### config.mk
export PLATFORM = sky130hd
export DESIGN_NAME = mlqs_ctrl
export DESIGN_NICKNAME = d
export VERILOG_FILES = /design/src/hw/rtl/mlqs_pkg.sv /design/src/hw/rtl/mlqs_ctrl.sv
export SDC_FILE = /design/constraint.sdc
export NUM_CORES = 1
export LEC_CHECK = 0
export BUFFER_PORTS_ARGS = -buffer_cell sky130_fd_sc_hd__buf_2
export CAP_MARGIN = 30
export CORE_MARGIN = 2
export CORE_UTILIZATION = 35
export DETAILED_ROUTE_END_ITERATION = 8
export GPL_ROUTABILITY_DRIVEN = 0
export SYNTH_ARGS = -nofsm -noshare
export SYNTH_HDL_FRONTEND = slang
export SYNTH_SLANG_ARGS = --single-unit
### constraint.sdc
create_clock -name clk -period 1.3 [get_ports clk]
set_input_delay 0.195 -clock clk [delete_from_list [all_inputs] [get_ports clk]]
set_output_delay 0.195 -clock clk [all_outputs]
set_load 0.05 [all_outputs]
### src/hw/rtl/mlqs_pkg.sv
package mlqs_pkg;

	localparam int MAX_JOBS = 64;
	localparam int IDX_W    = $clog2(MAX_JOBS);
	localparam int CNT_W    = IDX_W + 1;
	localparam int TIME_W   = 16;
	localparam int CLK_W    = 23;
	localparam int CLS_W    = 2;
	localparam int QNT_W    = 8;

	localparam logic [QNT_W-1:0] QUANTUM_RESET = QNT_W'(2);
	localparam logic [CLS_W-1:0] CLS_SYSTEM    = CLS_W'(1);
	localparam logic [CLS_W-1:0] CLS_INTERACT  = CLS_W'(2);

	// Queue select codes.
	localparam logic [1:0] Q_SYS = 2'd0;
	localparam logic [1:0] Q_INT = 2'd1;
	localparam logic [1:0] Q_BAT = 2'd2;

	typedef struct packed {
		logic [TIME_W-1:0] arrival_time;
		logic [TIME_W-1:0] burst_time;
		logic [CLS_W-1:0]  job_class;
		logic              last_job;
	} job_in_t;

	typedef struct packed {
		logic [5:0]       job_index;
		logic [CLK_W-1:0] completion_time;
		logic [CLK_W-1:0] turnaround_time;
		logic [CLK_W-1:0] waiting_time;
		logic             last_result;
	} res_out_t;

	typedef struct packed {
		logic       load_wr;
		logic       scan_start;
		logic       scan_eval;
		logic       rd_job;
		logic       pop;
		logic [1:0] pop_sel;
		logic       run_full;
		logic       run_slice;
		logic       rr_end;
		logic       idle_jump;
		logic       out_load;
		logic       out_next;
		logic       clear;
	} dp_cmd_t;

	typedef struct packed {
		logic scan_done;
		logic all_done;
		logic sys_ne;
		logic int_ne;
		logic bat_ne;
	} dp_stat_t;

endpackage

### src/hw/rtl/mlqs_ctrl.sv
module mlqs_ctrl (
	input  logic              clk,
	input  logic              arst_n,
	input  logic              job_valid,
	input  logic              job_last,
	output logic              job_stall,
	output logic              res_valid,
	input  logic              res_stall,
	input  mlqs_pkg::dp_stat_t stat,
	output mlqs_pkg::dp_cmd_t  cmd
);
	import mlqs_pkg::*;

	localparam logic [3:0] S_LOAD     = 4'd0;
	localparam logic [3:0] S_TOP      = 4'd1;
	localparam logic [3:0] S_ADM_RD   = 4'd2;
	localparam logic [3:0] S_ADM_EV   = 4'd3;
	localparam logic [3:0] S_PICK     = 4'd4;
	localparam logic [3:0] S_RUN_RD   = 4'd5;
	localparam logic [3:0] S_RUN_EX   = 4'd6;
	localparam logic [3:0] S_RR_RD    = 4'd7;
	localparam logic [3:0] S_RR_EX    = 4'd8;
	localparam logic [3:0] S_RR_END   = 4'd9;
	localparam logic [3:0] S_OUT_RD   = 4'd10;
	localparam logic [3:0] S_OUT_CALC = 4'd11;
	localparam logic [3:0] S_OUT_SEND = 4'd12;

	logic [3:0] state_q, state_d;
	logic       ret_rr_q, ret_rr_d;

	assign job_stall = (state_q != S_LOAD);
	assign res_valid = (state_q == S_OUT_SEND);

	always_comb begin
		state_d  = state_q;
		ret_rr_d = ret_rr_q;
		cmd      = '0;
		cmd.pop_sel = Q_SYS;
		unique case (state_q)
			S_LOAD: begin
				if (job_valid) begin
					cmd.load_wr = 1'b1;
					if (job_last) state_d = S_TOP;
				end
			end
			S_TOP: begin
				cmd.scan_start = 1'b1;
				ret_rr_d       = 1'b0;
				state_d        = stat.all_done ? S_OUT_RD : S_ADM_RD;
			end
			S_ADM_RD: begin
				if (stat.scan_done) state_d = ret_rr_q ? S_RR_END : S_PICK;
				else state_d = S_ADM_EV;
			end
			S_ADM_EV: begin
				cmd.scan_eval = 1'b1;
				state_d       = S_ADM_RD;
			end
			S_PICK: begin
				priority if (stat.sys_ne) begin
					cmd.pop = 1'b1; cmd.pop_sel = Q_SYS; state_d = S_RUN_RD;
				end else if (stat.int_ne) begin
					cmd.pop = 1'b1; cmd.pop_sel = Q_INT; state_d = S_RR_RD;
				end else if (stat.bat_ne) begin
					cmd.pop = 1'b1; cmd.pop_sel = Q_BAT; state_d = S_RUN_RD;
				end else begin
					cmd.idle_jump = 1'b1; state_d = S_TOP;
				end
			end
			S_RUN_RD: begin
				cmd.rd_job = 1'b1;
				state_d    = S_RUN_EX;
			end
			S_RUN_EX: begin
				cmd.run_full = 1'b1;
				state_d      = S_TOP;
			end
			S_RR_RD: begin
				cmd.rd_job = 1'b1;
				state_d    = S_RR_EX;
			end
			S_RR_EX: begin
				cmd.run_slice  = 1'b1;
				cmd.scan_start = 1'b1;
				ret_rr_d       = 1'b1;
				state_d        = S_ADM_RD;
			end
			S_RR_END: begin
				cmd.rr_end = 1'b1;
				state_d    = S_TOP;
			end
			S_OUT_RD: begin
				if (stat.scan_done) begin
					cmd.clear = 1'b1;
					state_d   = S_LOAD;
				end else begin
					state_d = S_OUT_CALC;
				end
			end
			S_OUT_CALC: begin
				cmd.out_load = 1'b1;
				state_d      = S_OUT_SEND;
			end
			S_OUT_SEND: begin
				if (!res_stall) begin
					cmd.out_next = 1'b1;
					state_d      = S_OUT_RD;
				end
			end
			default: state_d = S_LOAD;
		endcase
	end

	always_ff @(posedge clk or negedge arst_n) begin
		if (!arst_n) begin
			state_q  <= S_LOAD;
			ret_rr_q <= 1'b0;
		end else begin
			state_q  <= state_d;
			ret_rr_q <= ret_rr_d;
		end
	end

endmodule

==> results of run 1 <==
## power by group through the flow
stage	Combinational [µW]	Sequential [µW]	Clock [µW]
after global placement	1890	338	0
after global routing	3060	367	203
after floorplan	1510	280	0
final	2930	364	186
after detailed placement	1900	342	0
after CTS	2380	343	190
## cells by family (layout without fill, tap and decap cells)
family                    Yosys count  after routing
DFF                                 5              5
xor gates and xnor gates            2              2
and+or+nand+nor                    34             34
buffers and inverters              13             73
AOI/OAI and AO/OA                  19             19
## final cells by class
cell class	count	area (µm²)	share of cell area (%)
timing repair buffer	65	634	44.6
multi-input combinational	55	594	41.8
sequential	5	129	9.07
clock buffer	3	22.5	1.58
tap	17	21.3	1.50
inverter	4	15.0	1.06
clock inverter	1	5.00	0.352
## worst reg2reg max path, cell delays in order, from the launching register on
cell and delay, ps:
dfrtp_1 390, buf_12 150, or4_4 500, buf_4 150, o21ai_2 140, a31oi_1 60
## cell usage in the layout, fill, tap and decap left out, types with 3 or more instances in the layout
cell type	count
a21oi_1	3
clkbuf_4	3
nor4b_4	3
buf_6	19
inv_1	3
nor2_4	5
buf_2	10
buf_8	8
o21ai_0	3
nor2b_1	3
dfrtp_2	3
buf_12	3
buf_4	24
## through the flow
step           setup slack [ps]  instance area, µm²  hold slack (ps)
2_1_floorplan              -353                 757             -101
3_3_place_gp               -156                 971             11.9
3_5_place_dp               -194                 971             17.5
4_1_cts                    -369                1230              278
5_1_grt                    -389                1420              274
6_report                   -352                1420              270
## what timing repair did
item | CTS | global route
pin swaps | 4 | 9
hold buffers | 1 | 0
buffers inserted | 6 | 14
endpoints found under the setup margin | 20 | 20
hold endpoints to repair | 5 | 0
gates cloned | 0 | 1
resized for setup | 46 | 26
## registers in the layout, summed over array words and instances, names as in the netlist
signal	count
ret_rr_q	1
state_q	4
## per-layer routing
layer	track usage [%]	up-vias	share of wire [%]
li1	-	391	-
met1	26.2	425	38
met2	37.5	29	57
met3	3.57	4	3.5
met4	1.76	0	1.3
met5	0	-	0
## final timing paths
kind | start | to | cells past startpoint
max in group asynchronous | arst_n | state_q[3]$_DFFE_PN0P_ | 2
setup / recovery | state_q[2]$_DFFE_PN0P_ | job_stall | 3
setup reg to reg | state_q[2]$_DFFE_PN0P_ | state_q[1]$_DFFE_PN0P_ | 5
hold / removal | stat[3] | state_q[3]$_DFFE_PN0P_ | 3
min in group asynchronous | arst_n | ret_rr_q$_DFFE_PN0P_ | 2
hold reg to reg | ret_rr_q$_DFFE_PN0P_ | ret_rr_q$_DFFE_PN0P_ | 2
==> impl_metrics.env, run 1 <==
export IMPL_status="finished with violations"
export IMPL_violations="setup timing"
export IMPL_crit_family="simple AND/OR/NAND/NOR gates"
export IMPL_die_width_um=45.7
export IMPL_seq_power_share_pct=10.4
export IMPL_cpPeakStageDelay_ps=500
export IMPL_rsz0062_at_grt="true"
export IMPL_antenna_found_initial=0
export IMPL_dp_cells=125
export IMPL_hold_viol=0
export IMPL_synthArstFlopShare_pct=100
export IMPL_synth_edf_count=0
export IMPL_synth_top_area_share_pct=20.6
export IMPL_dr_pass1_iters=4
export IMPL_wl_mm=2.71
export IMPL_clock_sinks=5
export IMPL_nets=144
export IMPL_synthAdderAreaFrac_pct=0
export IMPL_syn_inst=73
export IMPL_initial_core_util_pct=36.4
export IMPL_antenna_cells=0
export IMPL_layout_area_overhead_vs_synth_pct=134
export IMPL_insertion_delay_ps=250
export IMPL_max_cap_violations=0
export IMPL_slowest_stage="or4_4"
export IMPL_p_total_uw=3480
export IMPL_dieArea_um2=2090
export IMPL_cp_arrival_ps=1460
export IMPL_final_util_pct=85.1
export IMPL_hold_class="in -> reg"
export IMPL_synth_top_family_by_area="simple AND/OR/NAND/NOR gates"
export IMPL_grt_overflow=0
export IMPL_start_kind="register"
export IMPL_p_clk_share_pct=5.3
export IMPL_syn_area_um2=608
export IMPL_fin_crit_ps=1650
export IMPL_cts_max_level=1
export IMPL_critical_path_class="reg -> out"
export IMPL_syn_nets=83
export IMPL_synthSimpleGateAreaFrac_pct=42.0
export IMPL_crit_fanout=8
export IMPL_p_sw_uw=1650
export IMPL_post_route_period_util_pct=127
export IMPL_yosys_warnings=0
export IMPL_setup_violations=21
export IMPL_intPower_uw=1830
export IMPL_cts_buffers=3
export IMPL_synth_flop_cell="dfrtp_1"
export IMPL_fin_tns_setup_ps=-5150
export IMPL_synth_most_common_cell="nor2_1"
export IMPL_slew_viol_final=0
export IMPL_dpl_hpwl_mm=1.35
export IMPL_wire_per_inst_um=18.1
export IMPL_synthMuxAreaShare_pct=0
export IMPL_drtIter0Drc=22
export IMPL_grt_pass1_vias=680
export IMPL_skew_ps=5.22
export IMPL_fin_ws_ps=-352
export IMPL_swShare_pct=47.3
export IMPL_cts_tree="yes"
export IMPL_drive_gt1_share_pct=75.2
export IMPL_synth_area_leaders="dfrtp_1 21%, buf_4 6.2%, nor3b_1 4.9%, buf_6 3.7%, nand4bb_1 3.7%"
export IMPL_ys_seq_area_share_pct=20.6
export IMPL_via_per_inst=5.66
export IMPL_p_comb_share_pct=84.2
export IMPL_synth_compound_area_share_pct=20.8
export IMPL_path_clk_slew_ps=50
export IMPL_cp_required_ps=1110
export IMPL_die_h_um=45.7
export IMPL_leakage_uw=0.000669
export IMPL_nFillCells=95
export IMPL_rrSetupSlack_ps=-230
export IMPL_cp_num_buf_inv=2
export IMPL_ir_drop_uv=1690
export IMPL_synth_seq_cells=5
export IMPL_grt_pass1_wl_mm=3.08
export IMPL_antenna_left=0
export IMPL_grt_use_total_pct=20.7
export IMPL_cp_end_kind="primary output"
export IMPL_io_buffers=25
export IMPL_layout_cells_non_filler=150
export IMPL_ys_types=37
export IMPL_tightestPinTransition_ps=352
export IMPL_ioPinCount=26
export IMPL_clockBufferDepth=2
export IMPL_synth_area_leader_cell="dfrtp_1"
export IMPL_root_buffer="clkbuf_4"
export IMPL_drc=0
export IMPL_grt_max_degree=14
export IMPL_syn_area_per_cell_um2=8.33
export IMPL_path_cells="buf_12 -> or4_4 -> buf_8"
export IMPL_max_slew_margin_rel_pct=76.1
export IMPL_p_per_area_nw_per_um2=2450
export IMPL_coreArea_um2=1670
export IMPL_via_count=849
export IMPL_synth_xor_area_share_pct=2.88
export IMPL_rows=15
export IMPL_fmax_mhz=605
export IMPL_ys_top_cells_by_count="6 x nor2_1, 5 x buf_4, 5 x dfrtp_1"
(Power assumes the default switching activity.)
==> inputs of run 2 (changes only) <==
--- a/config.mk
+++ b/config.mk
@@ -5,12 +5,15 @@
 export SDC_FILE = /design/constraint.sdc
 export NUM_CORES = 1
 export LEC_CHECK = 0
+export ABC_AREA = 1
 export BUFFER_PORTS_ARGS = -buffer_cell sky130_fd_sc_hd__buf_2
 export CAP_MARGIN = 30
 export CORE_MARGIN = 2
 export CORE_UTILIZATION = 35
 export DETAILED_ROUTE_END_ITERATION = 8
 export GPL_ROUTABILITY_DRIVEN = 0
+export PLACE_DENSITY = 0.67
 export SYNTH_ARGS = -nofsm -noshare
 export SYNTH_HDL_FRONTEND = slang
 export SYNTH_SLANG_ARGS = --single-unit
+export TNS_END_PERCENT = 1
==> run 2 against run 1 <==
- the flow still finishes with violations (setup timing)
- wire length fell by 32%
- highest routed layer unchanged
- largest cell class is now multi-input combinational cells
- die area decreased by 15%
- utilization decreased by 4.9 points
- critical path depth is 2 higher
- sequential cell count unchanged
- power shrank 19%
- largest power group unchanged
==> impl_metrics.env, run 2 <==
export IMPL_p_sw_uw=1500
export IMPL_synth_top_area_share_pct=24.4
export IMPL_grt_max_degree=6
export IMPL_drc=0
export IMPL_antenna_cells=0
export IMPL_synth_area_leaders="dfrtp_1 24%, nand2_1 15%, inv_1 13%, nor2_1 8.8%, nand3_1 7.8%"
export IMPL_synthArstFlopShare_pct=100
export IMPL_fin_crit_ps=1610
export IMPL_drtIter0Drc=11
export IMPL_antenna_found_initial=0
export IMPL_ys_top_cells_by_count="20 x nand2_1, 18 x inv_1, 12 x nor2_1"
export IMPL_syn_area_um2=512
export IMPL_swShare_pct=53.1
export IMPL_dr_pass1_iters=3
export IMPL_coreArea_um2=1330
export IMPL_clock_sinks=5
export IMPL_start_kind="register"
export IMPL_grt_overflow=0
export IMPL_critical_path_class="reg -> out"
export IMPL_grt_use_total_pct=21.8
export IMPL_yosys_warnings=0
export IMPL_cp_end_kind="primary output"
export IMPL_antenna_left=0
export IMPL_die_width_um=42.2
export IMPL_skew_ps=8.99
export IMPL_status="finished with violations"
export IMPL_slew_viol_final=0
export IMPL_io_buffers=25
export IMPL_max_cap_violations=0
export IMPL_intPower_uw=1330
export IMPL_cp_arrival_ps=1420
export IMPL_cp_required_ps=1110
export IMPL_dp_cells=147
export IMPL_grt_pass1_vias=757
export IMPL_synth_area_leader_cell="dfrtp_1"
export IMPL_syn_area_per_cell_um2=5.82
export IMPL_path_clk_slew_ps=50
export IMPL_syn_nets=98
export IMPL_cts_buffers=3
export IMPL_via_per_inst=4.78
export IMPL_cts_max_level=1
export IMPL_die_h_um=42.2
export IMPL_regMostFlops="state_q"
export IMPL_syn_inst=88
export IMPL_synth_seq_cells=5
export IMPL_setup_violations=17
export IMPL_dpl_hpwl_mm=1.41
export IMPL_tightestPinTransition_ps=254
export IMPL_initial_core_util_pct=38.4
export IMPL_drive_gt1_share_pct=62.9
export IMPL_rsz0062_at_grt="true"
export IMPL_p_comb_share_pct=81.1
export IMPL_clockBufferDepth=2
export IMPL_nFillCells=84
export IMPL_mostFrequentLayoutCell="buf_4"
export IMPL_fin_area_um2=1070
export IMPL_layout_area_overhead_vs_synth_pct=109
export IMPL_fin_ws_ps=-310
export IMPL_hold_viol=0
export IMPL_nets=151
export IMPL_p_total_uw=2830
export IMPL_hold_class="in -> reg"
export IMPL_leakage_uw=0.000591
export IMPL_wire_per_inst_um=11.9
export IMPL_fin_tns_setup_ps=-3720
export IMPL_layout_cells_non_filler=155
export IMPL_seq_power_share_pct=12.3
export IMPL_synth_edf_count=0
export IMPL_grt_pass1_wl_mm=3.01
export IMPL_fmax_mhz=621
export IMPL_p_per_area_nw_per_um2=2640
export IMPL_cts_tree="yes"
export IMPL_root_buffer="clkbuf_4"
export IMPL_crit_fanout=4
export IMPL_ioPinCount=26
export IMPL_wl_mm=1.85
export IMPL_place_area_um2=828
export IMPL_insertion_delay_ps=250
export IMPL_violations="setup timing"
export IMPL_top_regs="state_q (4), ret_rr_q (1)"
export IMPL_post_route_period_util_pct=124
export IMPL_p_clk_share_pct=6.6
export IMPL_rows=13
export IMPL_place_ws_ps=-185
export IMPL_synth_flop_cell="dfrtp_1"
export IMPL_ir_drop_uv=1370
export IMPL_final_cell_mix="23 x buf_4, 16 x nand2_1, 15 x inv_1, 15 x buf_6, 10 x buf_2"
export IMPL_dieArea_um2=1780
export IMPL_ys_seq_area_share_pct=24.4
export IMPL_ys_types=18
export IMPL_synth_most_common_cell="nand2_1"
export IMPL_largest_reg_flops=4
export IMPL_via_count=741
export IMPL_max_slew_margin_rel_pct=83.2
## run 2: cell types whose count changed after synthesis, moves of 5 or more
cell     previous run  this run
inv_1               4        18
nor2_1              6        12
nand3_1             1         8
nand2_1             1        20
nor2_2              0         5
inv_2               0         5
## run 2: worst paths after layout
path                                        start                endpoint  slack (ps)  cells past startpoint
setup / recovery           state_q[1]$_DFFE_PN0P_                 cmd[12]        -310                      5
hold / removal                            stat[3]  state_q[3]$_DFFE_PN0P_         180                      3
max in group asynchronous                  arst_n  state_q[3]$_DFFE_PN0P_         860                      2
hold reg to reg              ret_rr_q$_DFFE_PN0P_  state_q[3]$_DFFE_PN0P_         540                      2
setup reg to reg           state_q[3]$_DFFE_PN0P_  state_q[1]$_DFFE_PN0P_         -70                      9
min in group asynchronous                  arst_n  state_q[2]$_DFFE_PN0P_         290                      2
## run 2: layer usage
metal | vias up | global-route usage [%] | share of wire (%)
li1 | 374 | - | -
met2 | 20 | 40.0 | 56
met1 | 341 | 24.7 | 40
met5 | - | 0 | 0
met4 | 0 | 10.0 | 2.3
met3 | 6 | 2.59 | 2.2
## run 2: layout make-up
class | count | area (µm²) | area share, %
multi-input combinational | 59 | 403 | 37.7
inverter | 23 | 91.3 | 8.54
clock buffer | 4 | 26.3 | 2.46
timing repair buffer | 49 | 402 | 37.5
tap | 15 | 18.8 | 1.75
sequential | 5 | 129 | 12.0
## run 2: power groups by stage
stage                     combinational [µW]  clock [µW]  sequential (µW)
after floorplan                         1110           0              319
after global placement                  1820           0              303
after detailed placement                1840           0              305
after CTS                               2080         188              318
after global routing                    2460         198              359
final                                   2290         186              349
## run 2: through the flow
stage / hold WS, ps / util, %
final: 180 / 80.2
after global placement: 11.3 / 62.1
after detailed placement: 14.0 / 62.1
after floorplan: -101 / -
after global routing: 221 / 80.2
after CTS: 182 / 73.5
## run 2: cells by family (layout without fill, tap and decap cells)
family	count (synthesis)	after routing	synth area share, %
AND/OR/NAND/NOR	53	53	49.6
flip-flops	5	5	24.4
buffers and inverters	24	76	18.3
AO/OA/AOI/OAI	6	6	7.58
## run 2: what timing repair did
action	in CTS	in global routing
pin swaps	0	3
setup endpoints to repair	16	20
resized for setup	36	22
buffers inserted	1	2
gates cloned	0	0
endpoints found under the hold margin	5	0
hold buffers	1	0
## run 2: critical path, cell delays in order (launching register included)
cell     delay, ps
dfrtp_2        440
buf_4          160
nor3_2         170
buf_4          140
or2_1          100
buf_6          150
==> inputs of run 3 (changes only) <==
--- a/config.mk
+++ b/config.mk
@@ -12,7 +12,6 @@
 export CORE_UTILIZATION = 35
 export DETAILED_ROUTE_END_ITERATION = 8
 export GPL_ROUTABILITY_DRIVEN = 0
-export PLACE_DENSITY = 0.67
 export SYNTH_ARGS = -nofsm -noshare
 export SYNTH_HDL_FRONTEND = slang
 export SYNTH_SLANG_ARGS = --single-unit
==> constraint.sdc (replaced) <==
create_clock -name clk -period 1.8 [get_ports clk]
set_input_delay 0.27 -clock clk [delete_from_list [all_inputs] [get_ports clk]]
set_output_delay 0.27 -clock clk [all_outputs]
set_load 0.05 [all_outputs]
==> run 3 against run 2 <==
- via count is 8.6% lower
- the flow now finishes without violations
- utilization is 21 points lower
- die area stayed put
- highest routed layer unchanged
==> impl_metrics.env, run 3 (same netlist as run 2, synthesis figures left out) <==
export IMPL_status="finished, final reports clean"
export IMPL_cts_max_level=1
export IMPL_largest_reg_flops=4
export IMPL_tightestPinTransition_ps=254
export IMPL_io_buffers=25
export IMPL_antenna_left=0
export IMPL_wl_mm=1.48
export IMPL_min_to="state_q[3]$_DFFE_PN0P_"
export IMPL_use_met1_pct=21.4
export IMPL_regMostFlops="state_q"
export IMPL_layout_area_overhead_vs_synth_pct=54.5
export IMPL_fin_crit_ps=1760
export IMPL_ioPinCount=26
export IMPL_critical_path_class="reg -> out"
export IMPL_place_ws_ps=208
export IMPL_grt_overflow=0
export IMPL_fin_ws_ps=36.7
export IMPL_final_cell_mix="21 x buf_2, 18 x nand2_1, 16 x inv_1"
export IMPL_start_kind="register"
export IMPL_via_per_inst=4.94
export IMPL_grt_use_met3_pct=4.31
export IMPL_cp_end_kind="primary output"
export IMPL_dr_pass1_iters=4
export IMPL_rrSetupSlack_ps=500
export IMPL_drc=0
export IMPL_initial_core_util_pct=38.4
export IMPL_cpMostUsedCell="inv_2"
export IMPL_clockBufferDepth=2
export IMPL_hold_class="in -> reg"
export IMPL_cp_required_ps=1530
export IMPL_dpl_hpwl_mm=1.10
export IMPL_root_buffer="clkbuf_4"
export IMPL_grt_pass1_wl_mm=2.33
export IMPL_cp_arrival_ps=1490
export IMPL_mostFrequentLayoutCell="buf_2"
export IMPL_slew_viol_final=0
export IMPL_grt_max_degree=7
export IMPL_die_h_um=42.2
export IMPL_top_regs="state_q (4), ret_rr_q (1)"
export IMPL_cts_tree="yes"
export IMPL_crit_family="flip-flops"
export IMPL_cts_buffers=3
export IMPL_nets=133
export IMPL_drtIter0Drc=25
export IMPL_cp_num_buf_inv=3
export IMPL_via_count=677
export IMPL_drive_gt1_share_pct=47.5
export IMPL_slowest_stage="dfrtp_1"
export IMPL_rows=13
export IMPL_hold_viol=0
export IMPL_grt_use_total_pct=16.7
export IMPL_rr_endpoint="state_q[0]$_DFFE_PN0P_"
export IMPL_grtUsageMet2_pct=28.0
export IMPL_antenna_found_initial=0
export IMPL_skew_ps=6.15
export IMPL_rsz0062_at_grt="true"
export IMPL_coreArea_um2=1330
export IMPL_post_route_period_util_pct=98.0
export IMPL_grt_busiest_layer="met2"
export IMPL_nFillCells=127
export IMPL_reg2reg_from="state_q[0]$_DFFE_PN0P_"
export IMPL_fmax_mhz=567
export IMPL_hold_start="stat[3]"
export IMPL_cpPeakStageDelay_ps=430
export IMPL_setup_violations=0
export IMPL_die_width_um=42.2
export IMPL_insertion_delay_ps=240
export IMPL_wire_per_inst_um=10.8
export IMPL_crit_fanout=5
export IMPL_p_per_area_nw_per_um2=1980
export IMPL_dieArea_um2=1780
export IMPL_final_util_pct=59.3
export IMPL_path_cells="inv_2 -> nand2_4 -> nor2_4 -> inv_2 -> nor4_4 -> buf_6"
export IMPL_ir_drop_uv=1270
export IMPL_leakage_uw=0.000486
export IMPL_clock_sinks=5
export IMPL_dp_cells=127
export IMPL_layout_cells_non_filler=137
export IMPL_max_cap_violations=0
export IMPL_rr_worst_depth=8
export IMPL_path_clk_slew_ps=50
export IMPL_grt_pass1_vias=563
export IMPL_antenna_cells=0
export IMPL_min_path_cells=3
export IMPL_max_slew_margin_rel_pct=83.2
[run 3: what timing repair did]
item | 4_1_cts | 5_1_grt
endpoints found under the setup margin | 3 | 6
resized for setup | 3 | 19
buffers inserted | 0 | 5
pin swaps | 0 | 3
hold buffers | 1 | 0
hold endpoints to repair | 5 | 0
[run 3: metal layers]
| layer | vias up | part of all wire (%) |
|---|---|---|
| met5 | - | 0 |
| met4 | 0 | 0.54 |
| met3 | 4 | 8.5 |
| met2 | 38 | 51 |
| met1 | 299 | 40 |
| li1 | 336 | - |
[run 3: worst register-to-register path: stages (launching register included)]
cell and delay [ps]:
dfrtp_1 430, inv_2 130, buf_4 140, nand2_1 90, nor2_2 160, inv_1 50
nand2_1 50, nand2_1 60, a21oi_2 120
[run 3: how the worst max path moves through the flow]
stage / startpoint / to / slack (ps) / cells past startpoint
finish: state_q[0]$_DFFE_PN0P_ / cmd[8] / 40 / 6
global route: state_q[0]$_DFFE_PN0P_ / cmd[8] / -60 / 6
CTS: state_q[0]$_DFFE_PN0P_ / cmd[8] / 10 / 6
detailed placement: state_q[2]$_DFFE_PN0P_ / cmd[12] / 210 / 5
global placement: state_q[2]$_DFFE_PN0P_ / cmd[12] / 170 / 5
floorplan: state_q[2]$_DFFE_PN0P_ / cmd[13] / -170 / 5
[run 3: stage by stage]
step	hold slack, ps	power (µW)	setup TNS (ps)	cell area (µm²)
after global routing	254	1670	-102	791
after floorplan	-25.6	1010	-375	517
after detailed placement	86.6	1190	0	653
after global placement	85.6	1210	0	653
after CTS	245	1350	0	699
final	253	1560	0	791
[run 3: layout make-up]
class	count	area, µm²	area share (%)
multi-input combinational	59	340	43.0
timing repair buffer	31	190	24.1
sequential	5	129	16.3
inverter	23	86.3	10.9
clock buffer	4	26.3	3.32
tap	15	18.8	2.37
[run 3: where the power goes]
group / switching, µW / total, µW / leakage [µW] / internal, µW
sequential: 81.0 / 255 / 0.0000605 / 174
clock: 46.5 / 130 / 0.0000150 / 83.8
combinational: 806 / 1180 / 0.000411 / 373
total: 933 / 1560 / 0.000486 / 631
